File: src/sv/rcst_pkg.sv
// shared types and constants of the reference counted slot table
// used by the interfaces, the controller, the datapath and the top level
`default_nettype none
package rcst_pkg;

   localparam int REQ_W = 3;
   localparam int SLOT_ID_W = 7;
   localparam int OUT_COUNT_W = 16;
   localparam int STATUS_W = 2;
   localparam int ERR_W = 2;
   localparam int MODE_W = 2;

   localparam logic [REQ_W-1:0] REQ_ALLOC = 3'd0;
   localparam logic [REQ_W-1:0] REQ_ADD = 3'd1;
   localparam logic [REQ_W-1:0] REQ_REMOVE = 3'd2;
   localparam logic [REQ_W-1:0] REQ_DESTROY = 3'd3;
   localparam logic [REQ_W-1:0] REQ_UPDATE = 3'd4;

   localparam logic [STATUS_W-1:0] ST_FREE = 2'd0;
   localparam logic [STATUS_W-1:0] ST_ALLOC = 2'd1;
   localparam logic [STATUS_W-1:0] ST_QUEUED = 2'd2;

   localparam logic [MODE_W-1:0] MODE_IMMEDIATE = 2'd0;
   localparam logic [MODE_W-1:0] MODE_QUEUED = 2'd1;
   localparam logic [MODE_W-1:0] MODE_DEFERRED = 2'd2;

   localparam logic [ERR_W-1:0] ERR_NONE = 2'd0;
   localparam logic [ERR_W-1:0] ERR_TABLE_FULL = 2'd1;
   localparam logic [ERR_W-1:0] ERR_QUEUE_FULL = 2'd2;

   typedef enum logic [4:0] {
      S_CLEAR, S_IDLE, S_DISPATCH, S_EXEC_RD, S_EXEC,
      S_ALLOC_RD, S_ALLOC_CHK, S_ALLOC_FULL,
      S_ADD_Q, S_ADD_RD, S_ADD_WR,
      S_REM_Q, S_REM_RD, S_REM_WR,
      S_DRN_Q, S_DRN_RD, S_DRN_CHK, S_FINAL
   } state_type;

   typedef enum logic [4:0] {
      OP_NONE, OP_CLR_WR, OP_LATCH, OP_SLOT_RD_REQ, OP_EXEC,
      OP_ALLOC_START, OP_ALLOC_RD, OP_ALLOC_HIT, OP_ALLOC_NEXT, OP_ALLOC_FULL,
      OP_UPD_START, OP_LOG_RD, OP_SLOT_RD_LOG, OP_ADD_APPLY, OP_ADD_DONE,
      OP_REM_APPLY, OP_REM_DONE, OP_DRN_HIT, OP_DRN_SKIP, OP_DRN_DONE, OP_FINAL
   } cmd_op_type;

   typedef enum logic [1:0] {
      LOG_ADD, LOG_REM, LOG_REL
   } log_sel_type;

   typedef struct packed {
      cmd_op_type op;
      log_sel_type log_sel;
   } cmd_type;

   typedef struct packed {
      logic clr_last;
      logic out_free;
      logic [REQ_W-1:0] req_type;
      logic upd_mode;
      logic scan_done;
      logic rd_free;
      logic rd_queued;
      logic add_end;
      logic rem_end;
      logic rel_end;
      logic hold_vld;
   } status_type;

endpackage
`default_nettype wire

File: src/sv/rcst_if.sv
// channel interfaces of the slot table: request, result and mode register write
// depends on rcst_pkg for field widths
`default_nettype none
interface rcst_req_if;
   logic valid;
   logic ready;
   logic [rcst_pkg::REQ_W-1:0] req_type;
   logic [rcst_pkg::SLOT_ID_W-1:0] slot_id;
   modport source (output valid, output req_type, output slot_id, input ready);
   modport sink (input valid, input req_type, input slot_id, output ready);
endinterface

interface rcst_rsp_if;
   logic valid;
   logic ready;
   logic [rcst_pkg::SLOT_ID_W-1:0] slot_index;
   logic signed [rcst_pkg::OUT_COUNT_W-1:0] ref_count;
   logic alive;
   logic [rcst_pkg::STATUS_W-1:0] slot_status;
   logic freed;
   logic [rcst_pkg::ERR_W-1:0] error_code;
   logic last;
   modport source (output valid, output slot_index, output ref_count, output alive,
      output slot_status, output freed, output error_code, output last, input ready);
   modport sink (input valid, input slot_index, input ref_count, input alive,
      input slot_status, input freed, input error_code, input last, output ready);
endinterface

interface rcst_csr_if;
   logic valid;
   logic ready;
   logic [rcst_pkg::MODE_W-1:0] data;
   modport source (output valid, output data, input ready);
   modport sink (input valid, input data, output ready);
endinterface
`default_nettype wire

File: src/sv/rcst_ctrl.sv
// sequencing state machine of the slot table
// depends on rcst_pkg for state, command and status types
`default_nettype none
module rcst_ctrl (
   input  wire logic clock,
   input  wire logic reset,
   input  wire logic req_valid,
   output logic req_ready,
   input  wire rcst_pkg::status_type sts,
   output rcst_pkg::cmd_type cmd
);

   rcst_pkg::state_type state_ff, state_in;

   always_ff @(posedge clock) begin
      if (reset) begin
         state_ff <= rcst_pkg::S_CLEAR;
      end else begin
         state_ff <= state_in;
      end
   end

   // next state
   always_comb begin
      state_in = state_ff;
      case (state_ff)
         rcst_pkg::S_CLEAR: if (sts.clr_last) state_in = rcst_pkg::S_IDLE;
         rcst_pkg::S_IDLE: if (req_valid) state_in = rcst_pkg::S_DISPATCH;
         rcst_pkg::S_DISPATCH: begin
            case (sts.req_type)
               rcst_pkg::REQ_ALLOC: state_in = rcst_pkg::S_ALLOC_RD;
               rcst_pkg::REQ_ADD, rcst_pkg::REQ_REMOVE, rcst_pkg::REQ_DESTROY:
                  state_in = rcst_pkg::S_EXEC_RD;
               rcst_pkg::REQ_UPDATE:
                  state_in = sts.upd_mode ? rcst_pkg::S_ADD_Q : rcst_pkg::S_FINAL;
               default: state_in = rcst_pkg::S_FINAL;
            endcase
         end
         rcst_pkg::S_EXEC_RD: state_in = rcst_pkg::S_EXEC;
         rcst_pkg::S_EXEC: if (sts.out_free) state_in = rcst_pkg::S_IDLE;
         rcst_pkg::S_ALLOC_RD:
            state_in = sts.scan_done ? rcst_pkg::S_ALLOC_FULL : rcst_pkg::S_ALLOC_CHK;
         rcst_pkg::S_ALLOC_CHK: begin
            if (!sts.rd_free) state_in = rcst_pkg::S_ALLOC_RD;
            else if (sts.out_free) state_in = rcst_pkg::S_IDLE;
         end
         rcst_pkg::S_ALLOC_FULL: if (sts.out_free) state_in = rcst_pkg::S_IDLE;
         rcst_pkg::S_ADD_Q: state_in = sts.add_end ? rcst_pkg::S_REM_Q : rcst_pkg::S_ADD_RD;
         rcst_pkg::S_ADD_RD: state_in = rcst_pkg::S_ADD_WR;
         rcst_pkg::S_ADD_WR: state_in = rcst_pkg::S_ADD_Q;
         rcst_pkg::S_REM_Q: state_in = sts.rem_end ? rcst_pkg::S_DRN_Q : rcst_pkg::S_REM_RD;
         rcst_pkg::S_REM_RD: state_in = rcst_pkg::S_REM_WR;
         rcst_pkg::S_REM_WR: state_in = rcst_pkg::S_REM_Q;
         rcst_pkg::S_DRN_Q: state_in = sts.rel_end ? rcst_pkg::S_FINAL : rcst_pkg::S_DRN_RD;
         rcst_pkg::S_DRN_RD: state_in = rcst_pkg::S_DRN_CHK;
         rcst_pkg::S_DRN_CHK: begin
            if (!sts.rd_queued || !sts.hold_vld || sts.out_free) state_in = rcst_pkg::S_DRN_Q;
         end
         rcst_pkg::S_FINAL: if (sts.out_free) state_in = rcst_pkg::S_IDLE;
         default: state_in = rcst_pkg::S_IDLE;
      endcase
   end

   // commands
   always_comb begin
      req_ready = 1'b0;
      cmd.op = rcst_pkg::OP_NONE;
      cmd.log_sel = rcst_pkg::LOG_ADD;
      case (state_ff)
         rcst_pkg::S_CLEAR: cmd.op = rcst_pkg::OP_CLR_WR;
         rcst_pkg::S_IDLE: begin
            req_ready = 1'b1;
            if (req_valid) cmd.op = rcst_pkg::OP_LATCH;
         end
         rcst_pkg::S_DISPATCH: begin
            if (sts.req_type == rcst_pkg::REQ_ALLOC) cmd.op = rcst_pkg::OP_ALLOC_START;
            else cmd.op = rcst_pkg::OP_UPD_START;
         end
         rcst_pkg::S_EXEC_RD: cmd.op = rcst_pkg::OP_SLOT_RD_REQ;
         rcst_pkg::S_EXEC: if (sts.out_free) cmd.op = rcst_pkg::OP_EXEC;
         rcst_pkg::S_ALLOC_RD: if (!sts.scan_done) cmd.op = rcst_pkg::OP_ALLOC_RD;
         rcst_pkg::S_ALLOC_CHK: begin
            if (!sts.rd_free) cmd.op = rcst_pkg::OP_ALLOC_NEXT;
            else if (sts.out_free) cmd.op = rcst_pkg::OP_ALLOC_HIT;
         end
         rcst_pkg::S_ALLOC_FULL: if (sts.out_free) cmd.op = rcst_pkg::OP_ALLOC_FULL;
         rcst_pkg::S_ADD_Q: cmd.op = sts.add_end ? rcst_pkg::OP_ADD_DONE : rcst_pkg::OP_LOG_RD;
         rcst_pkg::S_ADD_RD: cmd.op = rcst_pkg::OP_SLOT_RD_LOG;
         rcst_pkg::S_ADD_WR: cmd.op = rcst_pkg::OP_ADD_APPLY;
         rcst_pkg::S_REM_Q: begin
            cmd.log_sel = rcst_pkg::LOG_REM;
            cmd.op = sts.rem_end ? rcst_pkg::OP_REM_DONE : rcst_pkg::OP_LOG_RD;
         end
         rcst_pkg::S_REM_RD: begin
            cmd.log_sel = rcst_pkg::LOG_REM;
            cmd.op = rcst_pkg::OP_SLOT_RD_LOG;
         end
         rcst_pkg::S_REM_WR: cmd.op = rcst_pkg::OP_REM_APPLY;
         rcst_pkg::S_DRN_Q: begin
            cmd.log_sel = rcst_pkg::LOG_REL;
            cmd.op = sts.rel_end ? rcst_pkg::OP_DRN_DONE : rcst_pkg::OP_LOG_RD;
         end
         rcst_pkg::S_DRN_RD: begin
            cmd.log_sel = rcst_pkg::LOG_REL;
            cmd.op = rcst_pkg::OP_SLOT_RD_LOG;
         end
         rcst_pkg::S_DRN_CHK: begin
            if (!sts.rd_queued) cmd.op = rcst_pkg::OP_DRN_SKIP;
            else if (!sts.hold_vld || sts.out_free) cmd.op = rcst_pkg::OP_DRN_HIT;
         end
         rcst_pkg::S_FINAL: if (sts.out_free) cmd.op = rcst_pkg::OP_FINAL;
         default: cmd.op = rcst_pkg::OP_NONE;
      endcase
   end

endmodule
`default_nettype wire

File: src/sv/rcst_dpath.sv
// slot memory, logs, release queue, counters and result register of the slot table
// depends on rcst_pkg; driven by rcst_ctrl commands
`default_nettype none
module rcst_dpath #(
   parameter int SLOTS = 128,
   parameter int QUEUE_DEPTH = 32,
   parameter int COUNT_BITS = 16
) (
   input  wire logic clock,
   input  wire logic reset,
   input  wire rcst_pkg::cmd_type cmd,
   output rcst_pkg::status_type sts,
   input  wire logic [rcst_pkg::REQ_W-1:0] req_type,
   input  wire logic [rcst_pkg::SLOT_ID_W-1:0] req_slot_id,
   input  wire logic csr_we,
   input  wire logic [rcst_pkg::MODE_W-1:0] csr_data,
   input  wire logic rsp_ready,
   output logic rsp_valid,
   output logic [rcst_pkg::SLOT_ID_W-1:0] rsp_slot_index,
   output logic signed [rcst_pkg::OUT_COUNT_W-1:0] rsp_ref_count,
   output logic rsp_alive,
   output logic [rcst_pkg::STATUS_W-1:0] rsp_slot_status,
   output logic rsp_freed,
   output logic [rcst_pkg::ERR_W-1:0] rsp_error_code,
   output logic rsp_last
);

   localparam int SB = $clog2(SLOTS);
   localparam int SCW = $clog2(SLOTS + 1);
   localparam int QIW = (QUEUE_DEPTH > 1) ? $clog2(QUEUE_DEPTH) : 1;
   localparam int QCW = $clog2(QUEUE_DEPTH + 1);
   localparam int EW = COUNT_BITS + 3;
   localparam logic signed [COUNT_BITS-1:0] CNT_MAX = {1'b0, {(COUNT_BITS-1){1'b1}}};
   localparam logic signed [COUNT_BITS-1:0] CNT_ONE = COUNT_BITS'(1);
   localparam logic signed [COUNT_BITS-1:0] CNT_NEG = '1;

   // slot entry: count, alive, status
   logic [EW-1:0] slot_mem [SLOTS];
   logic [SB-1:0] add_log [QUEUE_DEPTH];
   logic [SB-1:0] rem_log [QUEUE_DEPTH];
   logic [SB-1:0] rel_q [QUEUE_DEPTH];

   logic [EW-1:0] rd_ff;
   logic [SB-1:0] log_rd_ff;
   logic [rcst_pkg::MODE_W-1:0] mode_ff;
   logic [rcst_pkg::REQ_W-1:0] req_type_ff;
   logic [rcst_pkg::SLOT_ID_W-1:0] slot_id_ff;
   logic [SB-1:0] clr_ff, pos_ff, last_alloc_ff, hold_slot_ff;
   logic [SCW-1:0] scan_ff;
   logic [QCW-1:0] idx_ff, add_cnt_ff, rem_cnt_ff, rel_cnt_ff;
   logic hold_vld_ff;
   logic [rcst_pkg::ERR_W-1:0] upd_err_ff;
   logic rsp_valid_ff;

   logic mem_we, mem_re;
   logic [SB-1:0] mem_wa, mem_ra;
   logic [EW-1:0] mem_wd;
   logic add_push, rem_push, rel_push, log_re;
   logic [SB-1:0] push_slot;
   logic res_load;
   logic [SB-1:0] res_slot;
   logic signed [COUNT_BITS-1:0] res_cnt;
   logic res_alive, res_freed, res_last;
   logic [rcst_pkg::STATUS_W-1:0] res_status;
   logic [rcst_pkg::ERR_W-1:0] res_err;

   logic signed [COUNT_BITS-1:0] rd_cnt;
   logic rd_alive;
   logic [rcst_pkg::STATUS_W-1:0] rd_status;
   logic [SB-1:0] req_slot;
   logic slot_ok, out_free;
   logic [rcst_pkg::MODE_W-1:0] eff_mode;
   logic signed [COUNT_BITS-1:0] cnt_inc, cnt_dec;

   assign rd_cnt = rd_ff[EW-1:3];
   assign rd_alive = rd_ff[2];
   assign rd_status = rd_ff[1:0];
   assign req_slot = SB'(slot_id_ff);
   assign slot_ok = 32'(slot_id_ff) < SLOTS;
   assign out_free = !rsp_valid_ff || rsp_ready;
   assign eff_mode = (mode_ff == rcst_pkg::MODE_DEFERRED || mode_ff == rcst_pkg::MODE_QUEUED) ?
                     mode_ff : rcst_pkg::MODE_IMMEDIATE;
   assign cnt_inc = (rd_cnt < CNT_MAX) ? rd_cnt + CNT_ONE : rd_cnt;
   assign cnt_dec = rd_cnt - CNT_ONE;

   always_comb begin
      sts.clr_last = (32'(clr_ff) == SLOTS - 1);
      sts.out_free = out_free;
      sts.req_type = req_type_ff;
      sts.upd_mode = (mode_ff == rcst_pkg::MODE_QUEUED || mode_ff == rcst_pkg::MODE_DEFERRED);
      sts.scan_done = (scan_ff == SCW'(SLOTS));
      sts.rd_free = (rd_status == rcst_pkg::ST_FREE);
      sts.rd_queued = (rd_status == rcst_pkg::ST_QUEUED);
      sts.add_end = (idx_ff == add_cnt_ff);
      sts.rem_end = (idx_ff == rem_cnt_ff);
      sts.rel_end = (idx_ff == rel_cnt_ff);
      sts.hold_vld = hold_vld_ff;
   end

   // command decode
   always_comb begin
      mem_we = 1'b0;
      mem_re = 1'b0;
      mem_wa = req_slot;
      mem_ra = req_slot;
      mem_wd = {rd_cnt, rd_alive, rd_status};
      add_push = 1'b0;
      rem_push = 1'b0;
      rel_push = 1'b0;
      log_re = 1'b0;
      push_slot = req_slot;
      res_load = 1'b0;
      res_slot = req_slot;
      res_cnt = rd_cnt;
      res_alive = rd_alive;
      res_status = rd_status;
      res_freed = 1'b0;
      res_err = rcst_pkg::ERR_NONE;
      res_last = 1'b1;
      case (cmd.op)
         rcst_pkg::OP_CLR_WR: begin
            mem_we = 1'b1;
            mem_wa = clr_ff;
            mem_wd = {{COUNT_BITS{1'b0}}, 1'b0, rcst_pkg::ST_FREE};
         end
         rcst_pkg::OP_SLOT_RD_REQ: mem_re = 1'b1;
         rcst_pkg::OP_EXEC: begin
            res_load = 1'b1;
            if (!slot_ok) begin
               res_cnt = '0;
               res_alive = 1'b0;
               res_status = rcst_pkg::ST_FREE;
            end else if (req_type_ff == rcst_pkg::REQ_DESTROY) begin
               mem_we = 1'b1;
               mem_wd = {CNT_NEG, 1'b0, rcst_pkg::ST_FREE};
               res_cnt = CNT_NEG;
               res_alive = 1'b0;
               res_status = rcst_pkg::ST_FREE;
               res_freed = 1'b1;
            end else if (eff_mode == rcst_pkg::MODE_DEFERRED) begin
               if (req_type_ff == rcst_pkg::REQ_ADD) begin
                  if (32'(add_cnt_ff) >= QUEUE_DEPTH) res_err = rcst_pkg::ERR_QUEUE_FULL;
                  else add_push = 1'b1;
               end else begin
                  if (32'(rem_cnt_ff) >= QUEUE_DEPTH) res_err = rcst_pkg::ERR_QUEUE_FULL;
                  else rem_push = 1'b1;
               end
            end else if (req_type_ff == rcst_pkg::REQ_ADD) begin
               mem_we = 1'b1;
               mem_wd = {cnt_inc, rd_alive, rd_status};
               res_cnt = cnt_inc;
            end else if (rd_cnt > 0) begin
               if (rd_cnt == CNT_ONE) begin
                  if (eff_mode == rcst_pkg::MODE_IMMEDIATE) begin
                     mem_we = 1'b1;
                     mem_wd = {CNT_NEG, 1'b0, rcst_pkg::ST_FREE};
                     res_cnt = CNT_NEG;
                     res_alive = 1'b0;
                     res_status = rcst_pkg::ST_FREE;
                     res_freed = 1'b1;
                  end else if (32'(rel_cnt_ff) >= QUEUE_DEPTH) begin
                     res_err = rcst_pkg::ERR_QUEUE_FULL;
                  end else begin
                     mem_we = 1'b1;
                     mem_wd = {CNT_NEG, 1'b0, rcst_pkg::ST_QUEUED};
                     rel_push = 1'b1;
                     res_cnt = CNT_NEG;
                     res_alive = 1'b0;
                     res_status = rcst_pkg::ST_QUEUED;
                  end
               end else begin
                  mem_we = 1'b1;
                  mem_wd = {cnt_dec, rd_alive, rd_status};
                  res_cnt = cnt_dec;
               end
            end
         end
         rcst_pkg::OP_ALLOC_RD: begin
            mem_re = 1'b1;
            mem_ra = pos_ff;
         end
         rcst_pkg::OP_ALLOC_HIT: begin
            mem_we = 1'b1;
            mem_wa = pos_ff;
            mem_wd = {CNT_ONE, 1'b1, rcst_pkg::ST_ALLOC};
            res_load = 1'b1;
            res_slot = pos_ff;
            res_cnt = CNT_ONE;
            res_alive = 1'b1;
            res_status = rcst_pkg::ST_ALLOC;
         end
         rcst_pkg::OP_ALLOC_FULL: begin
            res_load = 1'b1;
            res_slot = '0;
            res_cnt = '0;
            res_alive = 1'b0;
            res_status = rcst_pkg::ST_FREE;
            res_err = rcst_pkg::ERR_TABLE_FULL;
         end
         rcst_pkg::OP_LOG_RD: log_re = 1'b1;
         rcst_pkg::OP_SLOT_RD_LOG: begin
            mem_re = 1'b1;
            mem_ra = log_rd_ff;
         end
         rcst_pkg::OP_ADD_APPLY: begin
            mem_we = 1'b1;
            mem_wa = log_rd_ff;
            mem_wd = {cnt_inc, rd_alive, rd_status};
         end
         rcst_pkg::OP_REM_APPLY: begin
            mem_wa = log_rd_ff;
            push_slot = log_rd_ff;
            if (rd_cnt > 0) begin
               if (rd_cnt != CNT_ONE) begin
                  mem_we = 1'b1;
                  mem_wd = {cnt_dec, rd_alive, rd_status};
               end else if (32'(rel_cnt_ff) < QUEUE_DEPTH) begin
                  mem_we = 1'b1;
                  mem_wd = {{COUNT_BITS{1'b0}}, rd_alive, rcst_pkg::ST_QUEUED};
                  rel_push = 1'b1;
               end
            end
         end
         rcst_pkg::OP_DRN_HIT: begin
            mem_we = 1'b1;
            mem_wa = log_rd_ff;
            mem_wd = {CNT_NEG, 1'b0, rcst_pkg::ST_FREE};
            res_load = hold_vld_ff;
            res_slot = hold_slot_ff;
            res_cnt = CNT_NEG;
            res_alive = 1'b0;
            res_status = rcst_pkg::ST_FREE;
            res_freed = 1'b1;
            res_last = 1'b0;
         end
         rcst_pkg::OP_FINAL: begin
            res_load = 1'b1;
            res_slot = hold_vld_ff ? hold_slot_ff : '0;
            res_cnt = hold_vld_ff ? CNT_NEG : '0;
            res_alive = 1'b0;
            res_status = rcst_pkg::ST_FREE;
            res_freed = hold_vld_ff;
            res_err = upd_err_ff;
         end
         default: ;
      endcase
   end

   // slot memory and logs
   always_ff @(posedge clock) begin
      if (mem_we) slot_mem[mem_wa] <= mem_wd;
      if (mem_re) rd_ff <= slot_mem[mem_ra];
      if (add_push) add_log[add_cnt_ff[QIW-1:0]] <= push_slot;
      if (rem_push) rem_log[rem_cnt_ff[QIW-1:0]] <= push_slot;
      if (rel_push) rel_q[rel_cnt_ff[QIW-1:0]] <= push_slot;
      if (log_re) begin
         case (cmd.log_sel)
            rcst_pkg::LOG_ADD: log_rd_ff <= add_log[idx_ff[QIW-1:0]];
            rcst_pkg::LOG_REM: log_rd_ff <= rem_log[idx_ff[QIW-1:0]];
            default: log_rd_ff <= rel_q[idx_ff[QIW-1:0]];
         endcase
      end
   end

   // payload registers
   always_ff @(posedge clock) begin
      if (cmd.op == rcst_pkg::OP_LATCH) begin
         req_type_ff <= req_type;
         slot_id_ff <= req_slot_id;
      end
      if (cmd.op == rcst_pkg::OP_ALLOC_START) begin
         pos_ff <= (32'(last_alloc_ff) == SLOTS - 1) ? '0 : last_alloc_ff + SB'(1);
      end else if (cmd.op == rcst_pkg::OP_ALLOC_NEXT) begin
         pos_ff <= (32'(pos_ff) == SLOTS - 1) ? '0 : pos_ff + SB'(1);
      end
      if (cmd.op == rcst_pkg::OP_DRN_HIT) hold_slot_ff <= log_rd_ff;
      if (res_load) begin
         rsp_slot_index <= rcst_pkg::SLOT_ID_W'(res_slot);
         rsp_ref_count <= rcst_pkg::OUT_COUNT_W'(res_cnt);
         rsp_alive <= res_alive;
         rsp_slot_status <= res_status;
         rsp_freed <= res_freed;
         rsp_error_code <= res_err;
         rsp_last <= res_last;
      end
   end

   // control registers
   always_ff @(posedge clock) begin
      if (reset) begin
         mode_ff <= rcst_pkg::MODE_IMMEDIATE;
         clr_ff <= '0;
         last_alloc_ff <= '0;
         scan_ff <= '0;
         idx_ff <= '0;
         add_cnt_ff <= '0;
         rem_cnt_ff <= '0;
         rel_cnt_ff <= '0;
         hold_vld_ff <= 1'b0;
         upd_err_ff <= rcst_pkg::ERR_NONE;
         rsp_valid_ff <= 1'b0;
      end else begin
         if (csr_we) mode_ff <= csr_data;
         if (cmd.op == rcst_pkg::OP_CLR_WR) clr_ff <= clr_ff + SB'(1);
         if (cmd.op == rcst_pkg::OP_ALLOC_HIT) last_alloc_ff <= pos_ff;
         if (cmd.op == rcst_pkg::OP_ALLOC_START) scan_ff <= '0;
         else if (cmd.op == rcst_pkg::OP_ALLOC_NEXT) scan_ff <= scan_ff + SCW'(1);
         if (add_push) add_cnt_ff <= add_cnt_ff + QCW'(1);
         if (rem_push) rem_cnt_ff <= rem_cnt_ff + QCW'(1);
         if (rel_push) rel_cnt_ff <= rel_cnt_ff + QCW'(1);
         case (cmd.op)
            rcst_pkg::OP_UPD_START: begin
               idx_ff <= '0;
               hold_vld_ff <= 1'b0;
               upd_err_ff <= rcst_pkg::ERR_NONE;
            end
            rcst_pkg::OP_ADD_APPLY, rcst_pkg::OP_REM_APPLY, rcst_pkg::OP_DRN_SKIP:
               idx_ff <= idx_ff + QCW'(1);
            rcst_pkg::OP_DRN_HIT: begin
               idx_ff <= idx_ff + QCW'(1);
               hold_vld_ff <= 1'b1;
            end
            rcst_pkg::OP_ADD_DONE: begin
               idx_ff <= '0;
               add_cnt_ff <= '0;
            end
            rcst_pkg::OP_REM_DONE: begin
               idx_ff <= '0;
               rem_cnt_ff <= '0;
            end
            rcst_pkg::OP_DRN_DONE: rel_cnt_ff <= '0;
            rcst_pkg::OP_FINAL: hold_vld_ff <= 1'b0;
            default: ;
         endcase
         if (cmd.op == rcst_pkg::OP_REM_APPLY && rd_cnt == CNT_ONE &&
             32'(rel_cnt_ff) >= QUEUE_DEPTH) begin
            upd_err_ff <= rcst_pkg::ERR_QUEUE_FULL;
         end
         if (res_load) rsp_valid_ff <= 1'b1;
         else if (rsp_ready) rsp_valid_ff <= 1'b0;
      end
   end

   assign rsp_valid = rsp_valid_ff;

endmodule
`default_nettype wire

File: src/sv/refcount_slot_table.sv
// top level of the reference counted slot table
// depends on rcst_pkg, rcst_if, rcst_ctrl and rcst_dpath
//
// usage
//   req_chan carries one request (allocate, add, remove, destroy, update tick)
//   rsp_chan returns its results; every request gives at least one result and
//     the final one has last set; an update tick gives one result per slot freed
//   csr_chan writes release_mode; always ready, write only while idle
// sequencing
//   one request at a time; add, remove and destroy latch the request, read the
//   slot and then execute it and load the result; allocate runs a next-fit search
//   from the slot after the last allocated one, a read and a check per slot probed;
//   an update tick in queued or deferred mode works through the logged adds, the
//   logged removes and the release queue in turn before its final result
// reset
//   synchronous; afterwards a clearing pass over all SLOTS entries zeroes the slot
//   memory, and no request is taken until it ends
// stalls
//   the result register holds a result until rsp ready; the sequencer waits
//   while it is full, so nothing is dropped
`default_nettype none
module refcount_slot_table #(
   parameter int SLOTS = 128,
   parameter int QUEUE_DEPTH = 32,
   parameter int COUNT_BITS = 16
) (
   input wire logic clock,
   input wire logic reset,
   rcst_req_if.sink req_chan,
   rcst_rsp_if.source rsp_chan,
   rcst_csr_if.sink csr_chan
);

   rcst_pkg::cmd_type cmd;
   rcst_pkg::status_type sts;

   // mode register is always writable
   assign csr_chan.ready = 1'b1;

   rcst_ctrl u_ctrl (
      .clock(clock),
      .reset(reset),
      .req_valid(req_chan.valid),
      .req_ready(req_chan.ready),
      .sts(sts),
      .cmd(cmd)
   );

   rcst_dpath #(
      .SLOTS(SLOTS),
      .QUEUE_DEPTH(QUEUE_DEPTH),
      .COUNT_BITS(COUNT_BITS)
   ) u_dpath (
      .clock(clock),
      .reset(reset),
      .cmd(cmd),
      .sts(sts),
      .req_type(req_chan.req_type),
      .req_slot_id(req_chan.slot_id),
      .csr_we(csr_chan.valid),
      .csr_data(csr_chan.data),
      .rsp_ready(rsp_chan.ready),
      .rsp_valid(rsp_chan.valid),
      .rsp_slot_index(rsp_chan.slot_index),
      .rsp_ref_count(rsp_chan.ref_count),
      .rsp_alive(rsp_chan.alive),
      .rsp_slot_status(rsp_chan.slot_status),
      .rsp_freed(rsp_chan.freed),
      .rsp_error_code(rsp_chan.error_code),
      .rsp_last(rsp_chan.last)
   );

endmodule
`default_nettype wire
File: src/flat_wrapper.sv
// flat-port wrapper written by rule: the top's interface ports become plain ports
module refcount_slot_table_flat 
#(
   parameter int SLOTS = 128,
   parameter int QUEUE_DEPTH = 32,
   parameter int COUNT_BITS = 16
)
  (clock, reset, req_chan_valid, req_chan_req_type, req_chan_slot_id, req_chan_ready, rsp_chan_valid, rsp_chan_slot_index, rsp_chan_ref_count, rsp_chan_alive, rsp_chan_slot_status, rsp_chan_freed, rsp_chan_error_code, rsp_chan_last, rsp_chan_ready, csr_chan_valid, csr_chan_data, csr_chan_ready);
  rcst_req_if req_chan_i ();
  rcst_rsp_if rsp_chan_i ();
  rcst_csr_if csr_chan_i ();
  input wire logic clock;
  input wire logic reset;
  input wire logic [$bits(req_chan_i.valid)-1:0] req_chan_valid;
  input wire logic [$bits(req_chan_i.req_type)-1:0] req_chan_req_type;
  input wire logic [$bits(req_chan_i.slot_id)-1:0] req_chan_slot_id;
  output wire logic [$bits(req_chan_i.ready)-1:0] req_chan_ready;
  output wire logic [$bits(rsp_chan_i.valid)-1:0] rsp_chan_valid;
  output wire logic [$bits(rsp_chan_i.slot_index)-1:0] rsp_chan_slot_index;
  output wire logic [$bits(rsp_chan_i.ref_count)-1:0] rsp_chan_ref_count;
  output wire logic [$bits(rsp_chan_i.alive)-1:0] rsp_chan_alive;
  output wire logic [$bits(rsp_chan_i.slot_status)-1:0] rsp_chan_slot_status;
  output wire logic [$bits(rsp_chan_i.freed)-1:0] rsp_chan_freed;
  output wire logic [$bits(rsp_chan_i.error_code)-1:0] rsp_chan_error_code;
  output wire logic [$bits(rsp_chan_i.last)-1:0] rsp_chan_last;
  input wire logic [$bits(rsp_chan_i.ready)-1:0] rsp_chan_ready;
  input wire logic [$bits(csr_chan_i.valid)-1:0] csr_chan_valid;
  input wire logic [$bits(csr_chan_i.data)-1:0] csr_chan_data;
  output wire logic [$bits(csr_chan_i.ready)-1:0] csr_chan_ready;
  assign req_chan_i.valid = req_chan_valid;
  assign req_chan_i.req_type = req_chan_req_type;
  assign req_chan_i.slot_id = req_chan_slot_id;
  assign req_chan_ready = req_chan_i.ready;
  assign rsp_chan_valid = rsp_chan_i.valid;
  assign rsp_chan_slot_index = rsp_chan_i.slot_index;
  assign rsp_chan_ref_count = rsp_chan_i.ref_count;
  assign rsp_chan_alive = rsp_chan_i.alive;
  assign rsp_chan_slot_status = rsp_chan_i.slot_status;
  assign rsp_chan_freed = rsp_chan_i.freed;
  assign rsp_chan_error_code = rsp_chan_i.error_code;
  assign rsp_chan_last = rsp_chan_i.last;
  assign rsp_chan_i.ready = rsp_chan_ready;
  assign csr_chan_i.valid = csr_chan_valid;
  assign csr_chan_i.data = csr_chan_data;
  assign csr_chan_ready = csr_chan_i.ready;
  refcount_slot_table #(.SLOTS(SLOTS), .QUEUE_DEPTH(QUEUE_DEPTH), .COUNT_BITS(COUNT_BITS)) u_core (.clock(clock), .reset(reset), .req_chan(req_chan_i), .rsp_chan(rsp_chan_i), .csr_chan(csr_chan_i));
endmodule
File: config.mk
export PLATFORM = sky130hd
export DESIGN_NAME = refcount_slot_table_flat
export DESIGN_NICKNAME = d
export VERILOG_FILES = /design/src/sv/rcst_pkg.sv /design/src/sv/rcst_if.sv /design/src/sv/rcst_ctrl.sv /design/src/sv/rcst_dpath.sv /design/src/sv/refcount_slot_table.sv /design/src/flat_wrapper.sv
export SDC_FILE = /design/constraint.sdc
export NUM_CORES = 2
export LEC_CHECK = 0
export BUFFER_PORTS_ARGS = -buffer_cell sky130_fd_sc_hd__buf_2
export CAP_MARGIN = 20
export CORE_ASPECT_RATIO = 1.2
export CORE_MARGIN = 4
export CORE_UTILIZATION = 33
export DETAILED_ROUTE_END_ITERATION = 8
export REMOVE_ABC_BUFFERS = 1
export SYNTH_ARGS = -nofsm -noshare
export SYNTH_HDL_FRONTEND = slang
export SYNTH_SLANG_ARGS = --single-unit
File: constraint.sdc
create_clock -name clock -period 7.7 [get_ports clock]
set_clock_uncertainty 0.15 [all_clocks]
set_input_delay 0.385 -clock clock [delete_from_list [all_inputs] [get_ports clock]]
set_output_delay 0.385 -clock clock [all_outputs]
set_load 0.005 [all_outputs]
==> flow_metrics.tcl <==
set metrics [dict create \
    status "completed" \
    synth_cell_types 83 \
    crit_arrival_ns 6.73 \
    p_sw_frac 0.1935 \
    max-slew-margin-rel 0.2039 \
    synth_area_um2 127900 \
    layout-drive-gt1-share 0.2170 \
    drtIter0Drc 8686 \
    ys_ff_latch 3245 \
    grt_pass1_vias 69334 \
    max_freq_mhz 157.6 \
    maxCapViolCount 0 \
    vias_per_cell 5.454 \
    synth-main-ff-cell "edfxtp_1" \
    cts_setup_buffers 0 \
    worstMarginPinSlew_ns 1.183 \
    path_max_fanout 103 \
    p_leak_nw 45.63 \
    vias 69637 \
    critPathMaxStageDelay_ns 0.92 \
    endpoint "u_core.u_dpath.rd_ff[3]" \
    drc_errors 0 \
    final_nets 7375 \
    crit_type "reg2reg" \
    comb_power_share 0.004 \
    grt_pass1_wl_um 506200 \
    report.final.slew_viol_count 0 \
    die_h_um 690.1 \
    final_cell_mix "edfxtp_1 (3,184), nand2_1 (941), mux4_2 (640)" \
    dieArea_um2 397800 \
    totalPowerFinal_mw 34.94 \
    io_pins 50 \
    p_clk_frac 0.448 \
    rows 250 \
    cts_tree "built" \
    synthDominantCellAreaShare 0.7473 \
    ir_drop_v 0.0001668 \
    synth.largest_area_cell "edfxtp_1" \
    final_core_util 0.3806 \
    overflow 0 \
    synthCells 7056 \
    regArea_um2 96840 \
    cp-startpoint "u_core.u_ctrl.state_ff[4]" \
    io_buffers 48 \
    multi_input_area_um2 29990 \
    cts_resized 0 \
    post-route-min-period_ns 6.346 \
    n_fill_cell 34852 \
    path_common_cell "a22oi_1" \
    routed_wirelength_um 350800 \
    syn_to_final_growth_pct 14.93 \
    ys_async_sr_fraction 0 \
    cp_cell_sequence "nor2b_1 > a22oi_1 > a311o_2 > buf_12 > mux4_2 > a22oi_1 > a31oi_1 > nor4_2 > nand2_1" \
    setup.worst_path.start_class "flop" \
    p_int_mw 28.18 \
    syn_area_per_cell_um2 18.13 \
    setup_viol 0 \
    fin_tns_setup_ns 0 \
    hpwl_um 208800 \
    path_delay_family "compound AO/OA/AOI/OAI gates" \
    cts_max_level 5 \
    seq_area_frac_synth 0.7568 \
    cp.buffers_inverters 1 \
    ff2ff_setup_slack_ns 1.35 \
    min_period_over_period 0.8241 \
    clk_path_buf_depth 4 \
    critPathCaptureType "flop" \
    clk_pin_slew_ns 0.07 \
    grt_usage 0.1717 \
    die-width_um 576.4 \
    rsz0062_at_grt "no" \
    cts_made_buffers 325 \
    synth_area_leaders "edfxtp_1 (75%), mux4_2 (11%), nand2_1 (2.8%)" \
    core-area_um2 386300 \
    worstSkewPairLatency_ns 0.93 \
    drtPass1Iterations 6 \
    fin_area_um2 147000 \
    wl_per_cell_um 27.47 \
    place.gp.congestion 0.8740 \
    synth_edf_count 3184 \
    power.net_switching_mw 6.762 \
    grt_max_degree 176 \
    cp.depth 9 \
    power_frac_seq 0.548 \
    cts_hold_buf 23 \
    cts_sinks 3245 \
    synth_warnings 0 \
    antenna_found_initial 23 \
    worstRegToRegCells 9 \
    hp-class "in2reg" \
    place_area_um2 136200 \
    power.density_nw_per_um2 237.6 \
    cts_root_buffer "clkbuf_16" \
    slowest_stage "nor4_2" \
    start_util 0.3312 \
    critPathRequiredTime_ns 8.08 \
    layout_commonest_cell "edfxtp_1" \
    timing.rr.end "u_core.u_dpath.rd_ff[3]" \
    r2r-start "u_core.u_ctrl.state_ff[4]" \
    ant_nets 0 \
    final-hold-violation-count 0 \
]
synthesized netlist by cell type, types with 61 or more instances:
library cell / count
edfxtp_1: 3184
nand2_1: 948
mux4_2: 640
nor2_1: 360
clkbuf_1: 251
nand3_1: 241
a21oi_1: 145
a22oi_1: 124
nand4_1: 103
mux2i_1: 96
buf_2: 79
a32oi_1: 76
dfxtp_1: 61
cells by family after synthesis:
family | Yosys count | synth area share
other cells | 1 | 0.00002931
buf+inv | 440 | 0.01485
fa+ha+maj | 22 | 0.002151
mux | 739 | 0.1205
xor+xnor | 66 | 0.004518
flops | 3245 | 0.7568
compound gates | 661 | 0.03634
simple gates | 1882 | 0.06482
area by class of cell:
cell class | count | area share
well taps | 5166 | 0.04396
inverters | 30 | 0.0007658
diodes | 10 | 0.0001702
flip-flops and latches | 3245 | 0.6586
clock buffers | 391 | 0.05807
clock inverters | 193 | 0.01308
repair buffers | 363 | 0.02139
multi-input cells | 3371 | 0.2040
power groups by stage:
stage | logic [mW] | clock network [mW] | registers, mW
after floorplan | 0.0524 | 0 | 19.5
after global placement | 0.134 | 0 | 19.5
after detailed placement | 0.135 | 0 | 19.5
after CTS | 0.145 | 15.9 | 19.1
after global routing | 0.154 | 16.7 | 19.1
final | 0.147 | 15.7 | 19.1
sequential cells by signal, summed over array words and instances (netlist names), 7 cells and up, named ones only:
| register | count |
|---|---|
| u_core.u_dpath.log_rd_ff | 7 |
| u_core.u_dpath.pos_ff | 7 |
| u_core.u_dpath.rem_log | 224 |
| u_core.u_dpath.rsp_ref_count | 16 |
| u_core.u_dpath.add_log | 224 |
| u_core.u_dpath.rd_ff | 19 |
| u_core.u_dpath.last_alloc_ff | 7 |
| u_core.u_dpath.clr_ff | 7 |
| u_core.u_dpath.slot_mem | 2432 |
| u_core.u_dpath.hold_slot_ff | 7 |
| u_core.u_dpath.rel_q | 224 |
| u_core.u_dpath.scan_ff | 8 |
| u_core.u_dpath.req_slot | 7 |
| u_core.u_dpath.rsp_slot_index | 7 |
through the flow:
step	hold slack [ns]	std cells	setup WS (ns)
finish	0.07870	12769	1.354
global route	0.03418	12764	1.325
CTS	0.002191	12752	1.516
detailed placement	0.3055	12145	1.572
global placement	0.2976	12142	1.386
floorplan	0.2760	6646	-21.64
metal layers:
metal  GRT usage  vias to the layer above  part of all wire
met3     0.03187                      587             0.084
li1            -                    28943                 -
met5           0                        -           0.00029
met2      0.2787                     3382              0.48
met1      0.2332                    36717              0.40
met4     0.05631                        8             0.035
how the worst min path moves through the flow:
stage | startpoint | to | slack, ns | cells after the start
5_1_grt | req_chan_req_type[0] | u_core.u_dpath.req_type_ff[0] | 0.03 | 2
2_1_floorplan | u_core.u_dpath.upd_err_ff[1] | u_core.u_dpath.upd_err_ff[1] | 0.28 | 2
3_3_place_gp | u_core.u_dpath.upd_err_ff[1] | u_core.u_dpath.upd_err_ff[1] | 0.30 | 2
3_5_place_dp | u_core.u_dpath.upd_err_ff[1] | u_core.u_dpath.upd_err_ff[1] | 0.31 | 2
6_report | req_chan_req_type[0] | u_core.u_dpath.req_type_ff[0] | 0.08 | 2
4_1_cts | req_chan_req_type[0] | u_core.u_dpath.req_type_ff[0] | 0.002 | 2
No activity file was read; power rests on OpenSTA's default activity.
